File: src/sv/vmpg_pkg.sv
// Shared types, constants and helpers for the vector-matrix product / gradient unit.
package vmpg_pkg;

  localparam int MAX_IN  = 256;
  localparam int IDX_W   = $clog2(MAX_IN);
  localparam int LEN_W   = 9;
  localparam int CNT_W   = (IDX_W + 1 > LEN_W) ? IDX_W + 1 : LEN_W;
  localparam int OPD_W   = 16;
  localparam int VAL_W   = 40;
  localparam int PROD_W  = 2 * OPD_W;
  localparam int Q_DEPTH = 4;
  localparam int Q_PTR_W = $clog2(Q_DEPTH);
  localparam int Q_CNT_W = $clog2(Q_DEPTH + 1);

  localparam logic [LEN_W-1:0] LEN_RESET = LEN_W'(256);

  typedef enum logic [1:0] {
    ACT_LOAD = 2'd0,
    ACT_FWD  = 2'd1,
    ACT_BWD  = 2'd2,
    ACT_READ = 2'd3
  } action_t;

  typedef enum logic [1:0] {
    KIND_DOT   = 2'd0,
    KIND_MGRAD = 2'd1,
    KIND_IGRAD = 2'd2
  } kind_t;

  // One classified request as it travels from the front end to the datapath.
  typedef struct packed {
    action_t                  action;
    logic signed [OPD_W-1:0]  a;
    logic signed [OPD_W-1:0]  b;
    logic signed [VAL_W-1:0]  g;
    logic [IDX_W-1:0]         idx;
    logic                     row_end;
  } vmpg_item_t;

  // Clamp a 41-bit sum into the signed 40-bit range.
  function automatic logic signed [VAL_W-1:0] sat40(input logic signed [VAL_W:0] v);
    logic signed [VAL_W-1:0] r;
    if (v[VAL_W] != v[VAL_W-1]) begin
      r = v[VAL_W] ? {1'b1, {(VAL_W-1){1'b0}}} : {1'b0, {(VAL_W-1){1'b1}}};
    end else begin
      r = v[VAL_W-1:0];
    end
    return r;
  endfunction

endpackage

File: src/sv/vmpg_queue.sv
// Short request queue between the front end and the datapath.
module vmpg_queue (
  input  logic                 clk,
  input  logic                 rst,
  input  logic                 push,
  input  vmpg_pkg::vmpg_item_t push_item,
  output logic                 full,
  input  logic                 pop,
  output logic                 q_valid,
  output vmpg_pkg::vmpg_item_t q_item
);

  vmpg_pkg::vmpg_item_t         entries [vmpg_pkg::Q_DEPTH];
  logic [vmpg_pkg::Q_PTR_W-1:0] wr_ptr;
  logic [vmpg_pkg::Q_PTR_W-1:0] rd_ptr;
  logic [vmpg_pkg::Q_CNT_W-1:0] count;

  assign full    = count == vmpg_pkg::Q_CNT_W'(vmpg_pkg::Q_DEPTH);
  assign q_valid = count != '0;
  assign q_item  = entries[rd_ptr];

  always_ff @(posedge clk) begin
    if (push) begin
      entries[wr_ptr] <= push_item;
    end
  end

  always_ff @(posedge clk) begin
    if (rst) begin
      wr_ptr <= '0;
      rd_ptr <= '0;
      count  <= '0;
    end else begin
      if (push) begin
        wr_ptr <= (wr_ptr == vmpg_pkg::Q_PTR_W'(vmpg_pkg::Q_DEPTH - 1)) ?
                  '0 : wr_ptr + vmpg_pkg::Q_PTR_W'(1);
      end
      if (pop) begin
        rd_ptr <= (rd_ptr == vmpg_pkg::Q_PTR_W'(vmpg_pkg::Q_DEPTH - 1)) ?
                  '0 : rd_ptr + vmpg_pkg::Q_PTR_W'(1);
      end
      if (push && !pop) begin
        count <= count + vmpg_pkg::Q_CNT_W'(1);
      end else if (pop && !push) begin
        count <= count - vmpg_pkg::Q_CNT_W'(1);
      end
    end
  end

endmodule

File: config.mk
export PLATFORM = sky130hd
export DESIGN_NAME = vmpg_queue
export DESIGN_NICKNAME = d
export VERILOG_FILES = /design/src/sv/vmpg_pkg.sv /design/src/sv/vmpg_queue.sv
export SDC_FILE = /design/constraint.sdc
export NUM_CORES = 1
export LEC_CHECK = 0
export ABC_AREA = 1
export BUFFER_PORTS_ARGS = -buffer_cell sky130_fd_sc_hd__clkbuf_2
export CAP_MARGIN = 20
export CORE_MARGIN = 2
export CORE_UTILIZATION = 45
export CTS_CLUSTER_DIAMETER = 100
export DETAILED_ROUTE_END_ITERATION = 10
export PLACE_DENSITY = 0.69
export SLEW_MARGIN = 20
export SYNTH_ARGS = -nofsm -noshare
export SYNTH_HDL_FRONTEND = slang
export SYNTH_SLANG_ARGS = --single-unit
File: constraint.sdc
create_clock -name clk -period 3.1 [get_ports clk]
set_input_delay 0 -clock clk [delete_from_list [all_inputs] [get_ports clk]]
set_output_delay 0 -clock clk [all_outputs]
set_load 0.05 [all_outputs]
Yosys cells after proc, flatten, opt, wreduce, memory -nomap -nowiden. Memory sizes are Yosys's and may differ from the RTL's. A register that Yosys moved wholly into a read port is not among the register bits. Index checks and enable logic that the tools add are counted. W data, S select, Z words.

Register bits: 7. Bits in writable memories: 332. Bits of input ports: 87. Word-level logic and storage cells: 25. Memories kept: 1.

Memories: entries (depth 4, bits a word 83, rd ports 1, clocked after Yosys merged registers in 1, write ports 1, RTL line vmpg_queue.sv:13) `vmpg_pkg::vmpg_item_t entries [vmpg_pkg::Q_DEPTH];`.

Add/sub/neg operators: 4. Eq/ne operators: 3. Multiplexer cells: 8. Reduce and logical (&&, ||, !) cells: 6.

Operators by type and width (count): $mux W2 (4); $mux W3 (2); $add A2 B1 Y2 const B (2); $eq A2 B2 Y1 const B (2); $add A3 B1 Y3 const B (1); $eq A3 B3 Y1 const B (1); $reduce_bool A3 Y1 (1); $sub A3 B1 Y3 const B (1); $logic_and A1 B1 Y1 (2); $logic_not A1 Y1 (2); $mux W1 (2); $reduce_bool A2 Y1 (1).

Logic depth before layout (Yosys ltp).
Depth in word-level cells: 4. Gate-level depth with buffers: 10.

Worst setup path after synthesis. No wires, ideal clock.

Path kind: register -> register. From: register wr_ptr[0] in the netlist's numbering. To: memory entries[3][0] in the netlist's numbering (enable). Setup time: 0.437 ns. Arrival time: 2.197 ns. Path slack: 0.466 ns. Cell stages (with the launch flop): 4. Path buffers: 0. Clock period less this slack: 2.634 ns. Cell sequence: dfxtp_1 > ha_1 > nand2_1 > inv_1.

RTL lines: start: declaration (RTL line vmpg_queue.sv:14) `logic [vmpg_pkg::Q_PTR_W-1:0] wr_ptr;`; start signal: assignment (RTL line vmpg_queue.sv:35) `wr_ptr <= (wr_ptr == vmpg_pkg::Q_PTR_W'(vmpg_pkg::Q_DEPTH - 1)) ?`; end: declaration (RTL line vmpg_queue.sv:13).

No word-level cell before the write port.

==> flow_summary.json <==
{
  "grt_first_pass_wirelength_um": 42640,
  "pin_count_of_the_biggest_net_entering_global_routing": 83,
  "worst_slew_pin_slew_ps": 849.4,
  "finalHoldViolations": 0,
  "global_route.usage.met3_pct": 4.829,
  "design.die.area_sq_um": 29720,
  "syn_area_cell_sq_um": 14.79,
  "post_cts_resized": 0,
  "cp-end-kind": "output pin",
  "fillCellCount": 2173,
  "p_leak_nw": 5.706,
  "synth_seq_area_share_pct": 79.54,
  "dpl_worst_slack_ps": 937.5,
  "start_kind": "register",
  "clockBufferDepth": 3,
  "die_height_um": 172.4,
  "achievable-frequency_mhz": 359.9,
  "grt.busiest_layer": "met2",
  "grt_overflow_total": 0,
  "cts.sink_count": 341,
  "viasPerCell": 5.237,
  "slew_headroom_pct": 43.37,
  "design.final.nets": 1215,
  "setup.reg_to_reg.worst_slack_ps": 1220,
  "initial_utilization_pct": 45.81,
  "totalNegativeSetupSlack_ps": 0,
  "io_pins": 172,
  "synth-seq-cells": 341,
  "floorplan.core_area_sq_um": 27860,
  "h_tree_lvl_count": 2,
  "detailedRoute.firstIterationViolations": 565,
  "holdPathStages": 2,
  "critPathKind": "register to output pin",
  "layout_common_cells": "sky130_fd_sc_hd__edfxtp_1, sky130_fd_sc_hd__nor2_1, sky130_fd_sc_hd__clkbuf_2",
  "finalWirelength_um": 27780,
  "rr_startpoint": "wr_ptr[0]",
  "drv.max_cap_violation_count": 0,
  "cts_setup_buffers": 0,
  "placement_rows": 61,
  "grt_pass1_vias": 8100,
  "cp_data_required_time_ps": 3100,
  "gr_layer_usage_met1_pct": 23.64,
  "report.final.slew_viol_count": 0,
  "total_iterations_of_the_first_detailed_routing_run": 4,
  "gp_routability_congestion": 0.7179,
  "port_buffers": 171,
  "cts.reportedPaths.clkPinSlew_ps": 60,
  "final_min_period_over_clock_period_pct": 89.64,
  "clock_tree.root_cell": "sky130_fd_sc_hd__clkbuf_16",
  "post-dp-hpwl_um": 15480,
  "final.setup.worst_slack_ps": 321.2,
  "grt.met2_usage_pct": 31.36,
  "worst_r2r_dst": "entries[2][74]",
  "timing.critical_path.to": "q_item[72]",
  "netlist_area_sq_um": 12760,
  "synth.yosys.warnings": 0,
  "cts_tree": "done",
  "drc_errors": 0,
  "critPathArrivalTime_ps": 2780,
  "synth.distinct_cells": 21,
  "post-route-min-period_ps": 2779,
  "grtUsageTotal_pct": 18.63,
  "critical_path.max_fanout": 82,
  "clk-insertion-delay-late_ps": 510,
  "drtAntennaViolNets": 0,
  "cts_buffers": 37,
  "grt_antenna_before_repair": 2,
  "rsz0062_at_grt": "no",
  "areaGrowthSynthToFinish_pct": 25.15,
  "timing.hold.worst.class": "primary input to register",
  "netlist_instances": 863,
  "reg2regPathDepth": 5,
  "average_routed_wire_per_standard_cell_um": 18.17,
  "setup_violations": 0,
  "vdd_drop_max_mv": 0.5577,
  "cts.hold.buffers_added": 87,
  "pwr_density_cell_nw_per_um2": 697.0,
  "fin_skew_ps": 13.07,
  "share_of_layout_cells_above_drive_strength_1_pct": 21.06,
  "mostFrequentLayoutCell": "sky130_fd_sc_hd__edfxtp_1",
  "status": "complete, no violations",
  "route.vias.total": 8007,
  "postSynthNetCount": 957,
  "chipWidth_um": 172.4
}
[worst max-delay path, stage by stage (launching register included)]
cell and delay, ps:
sky130_fd_sc_hd__dfxtp_4 620, sky130_fd_sc_hd__buf_4 700, sky130_fd_sc_hd__o21ai_0 230, sky130_fd_sc_hd__o22ai_1 290, sky130_fd_sc_hd__clkbuf_2 330
[kinds of logic after synthesis]
logic type | Yosys count | synth area share [%]
xor+xnor | 1 | 0.06865
buf+inv | 70 | 3.216
simple gates | 189 | 5.618
flops | 341 | 79.54
fa+ha+maj | 7 | 0.7452
compound gates | 255 | 10.81
[worst min path at each step]
stage / from / to / slack, ps
2_1_floorplan: rst / count[0] / 70
3_3_place_gp: push_item[67] / entries[1][67] / 220
3_5_place_dp: push_item[55] / entries[3][55] / 220
4_1_cts: push_item[8] / entries[2][8] / 220
5_1_grt: push_item[68] / entries[3][68] / 250
6_report: push_item[67] / entries[2][67] / 250
[final cells by class]
type                            instances  area, sq um  share of cell area [%]
Tap cell                              378        473.0                   2.961
Clock buffer                           48         1010                   6.322
Multi-Input combinational cell        452         2201                   13.78
Antenna cell                            2        5.005                 0.03134
Sequential cell                       341        10150                   63.58
Inverter                               16        72.57                  0.4544
Clock inverter                         19        165.2                   1.034
Timing Repair Buffer                  273         1889                   11.83
[where the power goes]
group | internal, mW | leakage, nW | total (mW) | switching, mW
sequential | 5.27 | 3.12 | 5.34 | 0.0714
clock | 2.55 | 0.574 | 4.23 | 1.68
combinational | 0.390 | 2.01 | 1.56 | 1.17
[Yosys cell counts]
cell,number,share of area [%]
sky130_fd_sc_hd__nor2_1,175,5.1
sky130_fd_sc_hd__nand4_1,1,0.049
sky130_fd_sc_hd__dfxtp_1,9,1.4
sky130_fd_sc_hd__nand2_1,9,0.26
sky130_fd_sc_hd__clkbuf_2,3,0.12
sky130_fd_sc_hd__clkbuf_1,21,0.62
sky130_fd_sc_hd__a21oi_1,3,0.12
sky130_fd_sc_hd__o21ai_0,109,4.3
sky130_fd_sc_hd__buf_4,9,0.53
sky130_fd_sc_hd__buf_2,8,0.31
sky130_fd_sc_hd__o21ai_1,60,2.4
sky130_fd_sc_hd__buf_6,13,1.1
sky130_fd_sc_hd__ha_1,6,0.59
sky130_fd_sc_hd__nor3_1,3,0.12
sky130_fd_sc_hd__fa_1,1,0.16
sky130_fd_sc_hd__inv_1,15,0.44
sky130_fd_sc_hd__nand3_1,1,0.039
sky130_fd_sc_hd__o22ai_1,83,4.1
sky130_fd_sc_hd__edfxtp_1,332,78
sky130_fd_sc_hd__inv_4,1,0.049
sky130_fd_sc_hd__xor2_1,1,0.069
[metal layers]
metal	part of all wire, %	vias up	wire (um)
li1	-	3781	-
met5	0.047	-	13
met4	2.0	2	547
met1	43	3927	11910
met3	7.1	40	1962
met2	48	257	13350
[state kept, by name (all words and copies together), names as in the netlist, named ones only]
register	cells
count	3
entries	332
rd_ptr	2
wr_ptr	2
[through the flow]
stage	hold slack, ps	instances	total power [mW]	area (sq um)	utilization (%)
2_1_floorplan	72.38	863	6.495	12760	-
3_3_place_gp	216.9	1373	6.893	13920	49.97
3_5_place_dp	220.1	1373	6.912	13920	49.97
4_1_cts	217.3	1527	11.21	15970	57.31
5_1_grt	252.0	1528	11.49	15970	57.32
6_report	248.7	1529	11.13	15970	57.33
(Power assumes the default switching activity.)
