`src/sv/vmpg_pkg.sv`:
```
// Shared types, constants and helpers for the vector-matrix product / gradient unit.
package vmpg_pkg;

  localparam int MAX_IN  = 256;
  localparam int IDX_W   = $clog2(MAX_IN);
  localparam int LEN_W   = 9;
  localparam int CNT_W   = (IDX_W + 1 > LEN_W) ? IDX_W + 1 : LEN_W;
  localparam int OPD_W   = 16;
  localparam int VAL_W   = 40;
  localparam int PROD_W  = 2 * OPD_W;
  localparam int Q_DEPTH = 4;
  localparam int Q_PTR_W = $clog2(Q_DEPTH);
  localparam int Q_CNT_W = $clog2(Q_DEPTH + 1);

  localparam logic [LEN_W-1:0] LEN_RESET = LEN_W'(256);

  typedef enum logic [1:0] {
    ACT_LOAD = 2'd0,
    ACT_FWD  = 2'd1,
    ACT_BWD  = 2'd2,
    ACT_READ = 2'd3
  } action_t;

  typedef enum logic [1:0] {
    KIND_DOT   = 2'd0,
    KIND_MGRAD = 2'd1,
    KIND_IGRAD = 2'd2
  } kind_t;

  // One classified request as it travels from the front end to the datapath.
  typedef struct packed {
    action_t                  action;
    logic signed [OPD_W-1:0]  a;
    logic signed [OPD_W-1:0]  b;
    logic signed [VAL_W-1:0]  g;
    logic [IDX_W-1:0]         idx;
    logic                     row_end;
  } vmpg_item_t;

  // Clamp a 41-bit sum into the signed 40-bit range.
  function automatic logic signed [VAL_W-1:0] sat40(input logic signed [VAL_W:0] v);
    logic signed [VAL_W-1:0] r;
    if (v[VAL_W] != v[VAL_W-1]) begin
      r = v[VAL_W] ? {1'b1, {(VAL_W-1){1'b0}}} : {1'b0, {(VAL_W-1){1'b1}}};
    end else begin
      r = v[VAL_W-1:0];
    end
    return r;
  endfunction

endpackage

```
`src/sv/vmpg_front.sv`:
```
// Front end: takes requests, walks the column counter and classifies each item.
module vmpg_front (
  input  logic                              clk,
  input  logic                              rst,
  input  logic [vmpg_pkg::LEN_W-1:0]        in_length,
  input  logic                              cfg_write,
  input  logic                              in_valid,
  output logic                              in_stall,
  input  logic [1:0]                        action,
  input  logic signed [vmpg_pkg::OPD_W-1:0] operand_a,
  input  logic signed [vmpg_pkg::OPD_W-1:0] operand_b,
  input  logic signed [vmpg_pkg::VAL_W-1:0] gradient_in,
  input  logic                              q_full,
  output logic                              push,
  output vmpg_pkg::vmpg_item_t              item
);

  logic [vmpg_pkg::IDX_W-1:0] column;
  logic [vmpg_pkg::IDX_W-1:0] column_next;
  logic [vmpg_pkg::CNT_W-1:0] len_ext;
  logic [vmpg_pkg::CNT_W-1:0] eff_len;
  logic [vmpg_pkg::IDX_W-1:0] idx;
  logic                       row_end;

  // zero acts as one, anything past the store depth as the full depth
  always_comb begin
    len_ext = vmpg_pkg::CNT_W'(in_length);
    if (len_ext == '0) begin
      eff_len = vmpg_pkg::CNT_W'(1);
    end else if (len_ext > vmpg_pkg::CNT_W'(vmpg_pkg::MAX_IN)) begin
      eff_len = vmpg_pkg::CNT_W'(vmpg_pkg::MAX_IN);
    end else begin
      eff_len = len_ext;
    end
  end

  always_comb begin
    idx = (vmpg_pkg::CNT_W'(column) >= eff_len) ? '0 : column;
    row_end = (vmpg_pkg::CNT_W'(idx) + vmpg_pkg::CNT_W'(1)) >= eff_len;
    column_next = row_end ? '0 : idx + vmpg_pkg::IDX_W'(1);
  end

  assign in_stall = q_full;
  assign push     = in_valid && !q_full;

  always_comb begin
    item.action  = vmpg_pkg::action_t'(action);
    item.a       = operand_a;
    item.b       = operand_b;
    item.g       = gradient_in;
    item.idx     = idx;
    item.row_end = row_end;
  end

  always_ff @(posedge clk) begin
    if (rst || cfg_write) begin
      column <= '0;
    end else if (push) begin
      column <= column_next;
    end
  end

endmodule

```
`config.mk`:
```
export PLATFORM = sky130hd
export DESIGN_NAME = vmpg_front
export DESIGN_NICKNAME = d
export VERILOG_FILES = /design/src/sv/vmpg_pkg.sv /design/src/sv/vmpg_front.sv
export SDC_FILE = /design/constraint.sdc
export NUM_CORES = 1
export LEC_CHECK = 0
export BUFFER_PORTS_ARGS = -buffer_cell sky130_fd_sc_hd__buf_2
export CORE_MARGIN = 2
export CORE_UTILIZATION = 32
export CTS_BUF_LIST = sky130_fd_sc_hd__clkbuf_4
export DETAILED_ROUTE_END_ITERATION = 16
export MAX_ROUTING_LAYER = met4
export PLACE_DENSITY = 0.79
export SLEW_MARGIN = 20
export SYNTH_ARGS = -nofsm -noshare
export SYNTH_HDL_FRONTEND = slang
export SYNTH_SLANG_ARGS = --single-unit
```
`constraint.sdc`:
```
create_clock -name clk -period 4.85 [get_ports clk]
set_input_delay 0.7275 -clock clk [delete_from_list [all_inputs] [get_ports clk]]
set_output_delay 0.7275 -clock clk [all_outputs]
set_load 0.005 [all_outputs]
```
# Yosys cells after proc, flatten, opt, wreduce, memory -nomap -nowiden
# Index checks and enable logic that the tools add are counted.
[op_classes]
n_addsub = 2
magnitude_cmp = 3
mux = 4
n_reduce_logical = 4
[ops]
columns = ["op", "count"]
rows = [
  ["$mux W9", 2],
  ["$mux W8", 2],
  ["$add A8 B1 Y9 const B", 1],
  ["$ge A8 B9 Y1", 1],
  ["$ge A9 B9 Y1", 1],
  ["$gt A9 B9 Y1 const B", 1],
  ["$logic_not A9 Y1", 1],
  ["$add A8 B1 Y8 const B", 1],
  ["$logic_and A1 B1 Y1", 1],
  ["$logic_not A1 Y1", 1],
  ["$logic_or A1 B1 Y1", 1],
]
[word_totals]
register_bits = 8
inputBits = 88
output_inout_bits = 85
elab_cells = 14

# Depth between registers and ports, before layout
# Gate-level depths: netlist (run 1).
[logic_depth]
depth_word = 8
depth_mapped = 20

# Least setup slack after synthesis (run 1)
# Ideal clock, no wire load.
[synth_path]
kind = "input -> output"
from = "in in_length[4] in the netlist's numbering"
to = "out item[0] in the netlist's numbering"
t_arrival_ns = 4.222
required_time_ns = 4.123
path_slack_ns = -0.100
stages = 20
path_buffers = 2
cell_sequence = "nor4_1 a21oi_1 nor2_1 ha_1 nand2b_1 a31oi_1 o31a_1 clkbuf_1 and2_1 ha_1 nand3_1 or2_2 a21boi_1 ha_1 a211o_1 o211ai_1 o311a_1 or2_2 inv_2 buf_4"
[synth_lines]
columns = ["item", "line_no", "source"]
rows = [
  ["start: declaration", "vmpg_front.sv:5", "input logic [vmpg_pkg::LEN_W-1:0] in_length,"],
  ["end: declaration", "vmpg_front.sv:15", "output vmpg_pkg::vmpg_item_t item"],
]

==> results of run 1 <==
## repair_timing
action | in CTS | in global routing
resized for setup | 3 | 12
endpoints found under the hold margin | 0 | 0
setup endpoints to repair | 1 | 1
pin swaps | 0 | 16
buffers inserted | 0 | 3
## area by class of cell
type                       instances  area (um2)  area share (%)
tap                               67       83.83           6.136
timing repair buffer              34       214.0           15.66
clock buffer                       3       22.52           1.648
inverter                           5       22.52           1.648
multi-input combinational        110       863.3           63.19
sequential                         8       160.2           11.72
## worst min-delay path by stage
stage	startpoint	end	slack, ns	cells after the start
after floorplan	column[1]	column[1]	0.47	2
after global placement	column[1]	column[1]	0.51	2
after detailed placement	column[1]	column[1]	0.52	2
after CTS	column[1]	column[1]	0.53	2
after global routing	column[1]	column[1]	0.55	2
final	column[1]	column[1]	0.54	2
## per-stage QoR
step                setup WS (ns)  total power [W]  cells  util [%]  cell area [um2]
finish                     0.1089        0.0001594    227     28.93             1366
global placement          0.04268        0.0001065    221     26.41             1247
floorplan                 0.02494        0.0001418    202         -             1574
detailed placement       -0.02290        0.0001073    221     26.41             1247
global route              -0.1285        0.0001736    227     28.93             1366
CTS                       0.01593        0.0001592    224     27.10             1280
## power groups by stage
stage	registers, W	clock network (W)	logic [W]
finish	0.0000667	0.0000491	0.0000435
global route	0.0000667	0.0000578	0.0000492
CTS	0.0000666	0.0000527	0.0000400
detailed placement	0.0000680	0	0.0000393
global placement	0.0000680	0	0.0000385
floorplan	0.0000678	0	0.0000740
## placed cells by master (no fill, tap or decap), types with 2 or more instances in the layout
cell type  netlist  routed
inv_1            3       3
nand3_4          0       2
clkbuf_4         0       3
nor4_1           3       2
dfxtp_1          8       8
buf_4           76      10
xor2_1           2       2
buf_2            0      21
ha_1            18      17
nand4b_1         2       2
or3_1            3       3
nor3_1           2       2
nand2b_1         3       3
a21boi_1         3       2
and3_1           3       3
o22ai_1          2       2
nor2_1           6       6
a31oi_1          2       2
a21o_1           6       6
or2_2            5       3
nand3_1          7       5
and2_1           9       8
buf_6            0       3
xnor2_1          2       2
or2_4            0       2
a21oi_1          6       6
and2_4           1       2
nand2_1         14      14
## Yosys cell counts, types with 5 or more instances
cell,number
a21o_1,6
and2_1,9
or2_2,5
nor2_1,6
nand3_1,7
a21oi_1,6
nand2_1,14
buf_4,76
dfxtp_1,8
ha_1,18
## cells by family (layout without fill, tap and decap cells)
group | after synthesis | in the layout | synth area share, %
AO/OA/AOI/OAI | 29 | 29 | 14.35
XOR/XNOR | 4 | 4 | 2.246
adder cells (fa/ha/maj) | 18 | 18 | 14.43
buffers and inverters | 84 | 42 | 38.49
flip-flops | 8 | 8 | 10.26
AND/OR/NAND/NOR | 59 | 59 | 20.21
## layer usage
layer  share of wire (%)  global-route usage (%)  vias to the layer above
met5                   0                       -                        -
li1                    -                       -                      532
met2                  44                   15.18                       64
met3                  10                   3.704                       32
met1                  41                   14.57                      522
met4                 4.3                   9.293                        0
## worst register-to-register path, stage by stage, from the launching register on
cell and delay [ns]:
dfxtp_1 0.57, ha_1 0.32, a21o_1 0.15, a31oi_1 0.13, o31a_1 0.21, and2_4 0.18
ha_4 0.17, nand3_4 0.09, or2_4 0.27, a21boi_2 0.11, ha_1 0.25, a211o_1 0.26
o211ai_1 0.08, o311a_1 0.23, or2_4 0.15, inv_4 0.03, buf_4 0.12, o41ai_2 0.25
==> out/metrics.yaml, run 1 <==
dr.pass1.iters: 4
first_iter_violations: 35
wl_per_cell_um: 14.02
rsz0062_at_grt: "yes"
clock_skew_ns: 0.003858
cpLargestDelayFamily: "simple AND/OR/NAND/NOR gates"
cts_tree: "done"
hold_buffers: 0
timing.fmax_mhz: 210.9
cp.required_ns: 4.12
fp.dieH_um: 73.83
ios: 173
h-tree-depth: 1
drc: 0
largest_reg_flops: 8
dp_hpwl_mm: 2.499
synth.distinct_cells: 38
worstRegToRegCells: 17
crit_cells: 20
synth_cells: 202
gr-total-overflow: 0
cts_buffers: 3
final_nets: 268
gp_congestion: 0.9391
worstPathBufferInverterCount: 3
cts.sinks: 8
via_count: 1150
start_util_pct: 33.03
antenna-diode-count: 0
power_frac_seq_pct: 41.9
post-route-period-util_pct: 97.76
largest-register: "column"
critical_path_arrival_ns: 4.01
synthToLayoutAreaGrowth_pct: -12.43
wl_mm: 3.183
netlist_area_um2: 1560
grt.total_usage_pct: 11.70
core_area_um2: 4723
antenna_found_initial: 0
critical_path.cell_chain: "buf_6 > nor4_4 > a21oi_1 > nor2_1 > ha_1 > nand2b_1 > a31oi_1 > o31a_1 > and2_4 > ha_4 > nand3_4 > or2_4 > a21boi_2 > ha_1 > a211o_1 > o211ai_1 > o311a_1 > or2_4 > inv_4 > buf_6"
pwr-share-clk_pct: 30.8
clockBufferDepth: 2
avgSynthCellArea_um2: 7.724
synth_top_area_cell: "buf_4"
cpPeakStageDelay_ns: 0.27
timing.rr.end: "column[0]"
chipWidth_um: 73.83
timing.rr.start: "column[2]"
insertion_delay_ns: 0.25
route.antenna.remaining_nets: 0
endpoint: "item[0]"
grt_first_pass_wirelength_mm: 4.767
finalSetupTns_ns: 0
period_needed_ns: 4.741
rrSetupSlack_ns: 1.17
port_buffers: 24
synth_flop_cell: "dfxtp_1"
first_global_vias: 1058
setup_violations: 0
ys_ff_latch: 8
cp-end-kind: "output port"
syn-num-nets: 308
ys_warn_count: 0
drv_cap: 0
synthTopCellsByArea: "buf_4 37%, ha_1 14%, dfxtp_1 10%, and2_1 3.6%, nand2_1 3.4%"
whs_ns: 0.5391
intPower_w: 0.0001144
combPwrFrac_pct: 27.3
cp_slowest_cell: "or2_4"
die_area_um2: 5450
largestRegisters: "column (8)"
ir_worst_vdd_mv: 0.03171
netSwitchingFraction_pct: 28.20
hold_path.class: "register to register"
drive_gt1_share_pct: 33.75
avgViaCountPerCell: 5.066
synth_seq_area_share_pct: 10.26
finalMaxSlewViolations: 0
p_leak_nw: 0.6783
hold_viol_final: 0
clockRootBuffer: "clkbuf_4"
rows: 25
worstMarginPinSlew_ns: 0.4141
criticalPathCategory: "primary input to output port"
p_sw_w: 0.00004494
synth_edf_count: 0
synth_top_area_share_pct: 36.57
async_flop_share_pct: 0
slew_headroom_pct: 72.35
critPathLaunchType: "primary input"
status: "complete, no violations"
grt_max_degree: 13
crit_path_start: "in_length[7]"
path_clk_slew_ns: 0.05
fill_cells: 496
cp_max_fo: 4
powerDensity_nw_per_um2: 116.6
(Power assumes the default switching activity.)
==> run 2, diff against run 1 <==
Settings changed: CORE_UTILIZATION 32 to 23, PLACE_DENSITY 0.79 to not set.
Clock period 4.85 ns to 5.42 ns, I/O delays scaled along.
==> run 2 against run 1 <==
Critical path depth unchanged. Critical endpoint unchanged. Sequential power decreased by 10%. Final area decreased by 7.0%. Routed wire length decreased by 1.4%. First-iteration DRC count increased by 5.7%. Via count decreased by 7.7%.
==> out/metrics.yaml, run 2 (synthesis results as in run 1) <==
die_area_um2: 7459
post-route-period-util_pct: 93.90
p_leak_nw: 0.6327
antenna-diode-count: 0
slew_headroom_pct: 74.21
core_area_um2: 6681
timing.fmax_mhz: 196.5
final_common_cell: "buf_2"
status: "complete, no violations"
path_clk_slew_ns: 0.05
dp_cells: 228
first_global_vias: 1053
fp.dieH_um: 86.37
avgViaCountPerCell: 4.558
whs_ns: 0.5238
grt.total_usage_pct: 8.897
period_needed_ns: 5.090
cp-end-kind: "output port"
cp_max_fo: 5
setup_violations: 0
port_buffers: 24
hold_path.class: "register to register"
clockRootBuffer: "clkbuf_4"
cts_buffers: 3
rows: 30
ios: 173
final_nets: 261
fin_util_pct: 19.03
final_cell_mix: "24 x buf_2, 17 x ha_1, 14 x nand2_1"
hold_viol_final: 0
criticalPathCategory: "primary input to output port"
drive_gt1_share_pct: 29.41
cts_tree: "done"
powerDensity_nw_per_um2: 109.7
gp_congestion: 0.7832
dr.pass1.iters: 4
first_iter_violations: 37
cp.required_ns: 4.61
antenna_found_initial: 0
grt_first_pass_wirelength_mm: 5.181
final_cells: 233
cp_slowest_cell: "or2_2"
worstMarginPinSlew_ns: 0.3868
rrSetupSlack_ns: 1.75
worstPathBufferInverterCount: 3
hold_buffers: 0
chipWidth_um: 86.37
critical_path_arrival_ns: 4.28
grt_max_degree: 13
synthToLayoutAreaGrowth_pct: -18.52
dp_hpwl_mm: 2.555
clockBufferDepth: 2
largest-register: "column"
rsz0062_at_grt: "no"
finalMaxSlewViolations: 0
insertion_delay_ns: 0.26
drc: 0
start_util_pct: 23.35
cpLargestDelayFamily: "simple AND/OR/NAND/NOR gates"
wl_mm: 3.138
h-tree-depth: 1
gr-total-overflow: 0
critPathLaunchType: "primary input"
via_count: 1062
cts.sinks: 8
total_power_w: 0.0001394
wl_per_cell_um: 13.47
cpPeakStageDelay_ns: 0.31
critical_path.cell_chain: "buf_2 > nor4_2 > a21oi_1 > nor2_2 > ha_1 > nand2b_1 > a31oi_1 > o31a_1 > and2_4 > ha_4 > nand3_1 > or2_2 > a21boi_2 > ha_1 > a211o_1 > o211ai_1 > o311a_1 > or2_2 > inv_2 > buf_2"
drv_cap: 0
largestRegisters: "column (8)"
largest_reg_flops: 8
clock_skew_ns: 0.009541
finalSetupTns_ns: 0
route.antenna.remaining_nets: 0
ir_worst_vdd_mv: 0.02733
## run 2: changes by cell type in the layout (fill, tap and decap cells not counted), moves of 2 or more
cell / change
buf_2: +3
buf_4: -7
buf_6: -3
nand3_1: +2
nand3_4: -2
or2_2: +2
or2_4: -2
## run 2: repair_timing
action / in CTS / in global routing
endpoints found under the hold margin: 0 / 0
setup endpoints to repair: 0 / 1
gates resized for setup: 0 / 6
buffers inserted: 0 / 2
## run 2: layer usage
metal,part of all wire [%],GRT usage (%),wire [um]
met4,3.8,4.403,119
met1,48,11.73,1508
met2,40,12.45,1242
met5,0,-,0
met3,8.6,2.381,269
## run 2: worst paths after layout
| kind | cells past startpoint | from | end |
|---|---|---|---|
| worst max-delay path | 20 | in_length[4] | item[0] |
| worst min-delay path | 2 | column[1] | column[1] |
| worst max register to register | 15 | column[6] | column[6] |
| worst min register to register | 2 | column[1] | column[1] |
## run 2: worst reg2reg max path, stage by stage, from the launching register on
cell,delay (ns)
dfxtp_1,0.45
ha_1,0.31
a211oi_2,0.19
o32a_1,0.18
o31a_1,0.20
and2_4,0.19
ha_4,0.17
nand3_1,0.12
or2_2,0.31
a21boi_2,0.17
ha_1,0.17
nand4_1,0.10
o311a_1,0.38
o211ai_2,0.31
o22ai_1,0.14
a21o_1,0.19
## run 2: power breakdown
| group | internal [W] | total, W | switching (W) |
|---|---|---|---|
| registers | 0.0000593 | 0.0000597 | 0.000000495 |
| logic | 0.0000153 | 0.0000352 | 0.0000199 |
| clock network | 0.0000253 | 0.0000445 | 0.0000192 |
| total | 0.0000999 | 0.000139 | 0.0000396 |
## run 2: cell type report
type                       instances  area (um2)
inverter                           5       18.77
timing repair buffer              27       142.6
sequential                         8       160.2
fill                             765        5410
tap                               80       100.1
multi-input combinational        110       827.0
clock buffer                       3       22.52
## run 2: through the flow
stage	worst slack, ns	cell area, um2
after floorplan	0.2994	1560
after global routing	0.01353	1271
after detailed placement	0.09200	1206
after CTS	0.07320	1229
after global placement	0.1751	1206
final	0.3304	1271
==> run 3, diff against run 2 <==
Settings changed: ABC_AREA set to 1.
Clock period 5.42 ns to 5.1 ns, I/O delays scaled along.
==> run 3 against run 2 <==
Final area is 17% higher. Largest power group unchanged. Critical path type unchanged. Largest cell class unchanged. Clock power is 8.8% higher. Synthesized area is 7.3% higher. Clock skew is 0.00093 ns lower. Non-clock buffer count is 3 higher. Routed wire length is 17% higher. Hold slack worse by 0.033 ns. Sequential share of layout area is 1.8 points lower.
==> out/metrics.yaml, run 3 <==
setup_violations: 0
wl_per_cell_um: 12.32
gr-total-overflow: 0
p_leak_nw: 0.6943
ys_ff_latch: 8
grt_first_pass_wirelength_mm: 5.616
timing.fmax_mhz: 206.5
grt_max_degree: 11
wl_mm: 3.670
combPwrFrac_pct: 29.3
final_cell_mix: "44 x nand2_1, 24 x buf_2, 20 x inv_1"
slew_headroom_pct: 76.15
rows: 31
synth_top_family_by_area: "buffers and inverters"
fp.dieH_um: 89.32
antenna_found_initial: 0
grt.total_usage_pct: 9.393
final_cells: 298
h-tree-depth: 1
via_count: 1245
avgSynthCellArea_um2: 6.861
cts_tree: "done"
synth_seq_area_share_pct: 9.567
worstMarginPinSlew_ns: 0.3556
hold_viol_final: 0
finalInstanceArea_um2: 1481
synthSimpleGateAreaFrac_pct: 28.33
drc: 0
placed_cell_area_um2: 1361
synth_cells: 244
synth_compound_area_share_pct: 7.698
insertion_delay_ns: 0.26
antenna-diode-count: 0
netSwitchingFraction_pct: 32.07
cp_slowest_cell: "ha_1"
finalSetupTns_ns: 0
largestRegisters: "column (8)"
status: "complete, no violations"
core_area_um2: 7137
cts.sinks: 8
preCtsSetupSlack_ns: 0.01931
finalMaxSlewViolations: 0
drive_gt1_share_pct: 31.66
chipWidth_um: 89.32
start_util_pct: 23.46
synth_xor_area_share_pct: 0.5232
clockRootBuffer: "clkbuf_4"
clockBufferDepth: 2
yosys.area_share.adder_pct: 13.45
synth_most_common_cell: "buf_4"
critical_path_arrival_ns: 4.08
final_nets: 307
dp_hpwl_mm: 2.994
critPathLaunchType: "primary input"
pwr-share-clk_pct: 30.7
period_needed_ns: 4.843
dp_cells: 292
dr.pass1.iters: 4
hold_buffers: 0
intPower_w: 0.0001072
route.antenna.remaining_nets: 0
synth_flop_cell: "dfxtp_1"
synth_edf_count: 0
first_iter_violations: 85
cts_buffers: 3
setup_slack_ns: 0.2571
synth_top_area_share_pct: 34.08
ios: 173
avgViaCountPerCell: 4.178
whs_ns: 0.4905
synth.distinct_cells: 32
netlist_area_um2: 1674
cp-end-kind: "output port"
ys_warn_count: 0
largest-register: "column"
final_common_cell: "nand2_1"
critical_path.cell_chain: "buf_2 > nor4_4 > nand2_1 > nor3_2 > nor2_1 > inv_1 > nand2_1 > ha_1 > a21oi_1 > nand3_2 > nand2_4 > nand2_4 > nor2_4 > ha_4 > nand4_1 > and2_1 > ha_1 > nand4_1 > nor3_2 > nand2_1 > nand4_1 > buf_2"
synth_common_cells: "76 x buf_4, 44 x nand2_1, 20 x inv_1"
die_area_um2: 7977
ir_worst_vdd_mv: 0.04348
cp.required_ns: 4.34
syn-num-nets: 350
synth_top_area_cell: "buf_4"
cp_max_fo: 5
fill_cells: 826
powerDensity_nw_per_um2: 106.5
port_buffers: 24
cpPeakStageDelay_ns: 0.31
largest_reg_flops: 8
hold_path.class: "register to register"
criticalPathCategory: "primary input to output port"
synthTopCellsByArea: "buf_4 34%, ha_1 13%, nand2_1 9.9%, dfxtp_1 9.6%, inv_1 4.5%"
power_frac_seq_pct: 40.0
path_clk_slew_ns: 0.05
gp_congestion: 0.8281
post-route-period-util_pct: 94.96
drv_cap: 0
synth_mux_area_share_pct: 0
worstRegToRegCells: 20
hold_path_depth: 2
clock_skew_ns: 0.008611
p_sw_w: 0.00005062
synthToLayoutAreaGrowth_pct: -11.51
first_global_vias: 1224
async_flop_share_pct: 0
-- run 3: final timing paths --
| path | from | to | slack, ns |
|---|---|---|---|
| min reg2reg | column[0] | column[0] | 0.49 |
| max reg2reg | column[3] | column[0] | 1.67 |
| max | in_length[4] | item[0] | 0.26 |
| min | column[0] | column[0] | 0.49 |
-- run 3: worst max-delay path: cells and delay by family --
kind,cells,cell delay [ns]
compound gates,1,0.23
fa+ha+maj,3,0.80
buf+inv,3,0.34
simple gates,15,1.93
-- run 3: cells by family after synthesis --
kind of cell | Yosys count
xor+xnor | 1
fa+ha+maj | 18
buf+inv | 104
simple gates | 93
flops | 8
compound gates | 20
-- run 3: area by class of cell --
type | instances | area [um2] | share of cell area [%]
clock buffers | 3 | 22.52 | 1.520
flip-flops and latches | 8 | 160.2 | 10.81
multi-input cells | 132 | 912.1 | 61.57
well taps | 99 | 123.9 | 8.362
repair buffers | 30 | 165.2 | 11.15
inverters | 26 | 97.59 | 6.588
-- run 3: through the flow --
step                      total power, W  util [%]
after floorplan                0.0001379         -
after global placement         0.0001047     19.07
after detailed placement       0.0001052     19.07
after CTS                      0.0001539     19.39
after global routing           0.0001690     20.76
final                          0.0001578     20.76
-- run 3: what timing repair did --
item                                    in CTS  in global routing
resized for setup                            0                 15
setup buffers                                0                  3
endpoints found under the setup margin       0                  1
-- run 3: metal layers --
metal  vias to the layer above  GRT usage (%)  part of all wire, %
met5                         -              -                    0
li1                        622              -                    -
met3                        20          3.139                  6.5
met1                       550          9.747                   41
met4                         0          4.478                  3.4
met2                        53          15.96                   49
-- run 3: power by group through the flow --
stage / sequential [W] / combinational, W / clock, W
2_1_floorplan: 0.0000644 / 0.0000735 / 0
4_1_cts: 0.0000631 / 0.0000409 / 0.0000498
3_5_place_dp: 0.0000645 / 0.0000407 / 0
6_report: 0.0000632 / 0.0000463 / 0.0000484
5_1_grt: 0.0000631 / 0.0000521 / 0.0000537
3_3_place_gp: 0.0000644 / 0.0000403 / 0
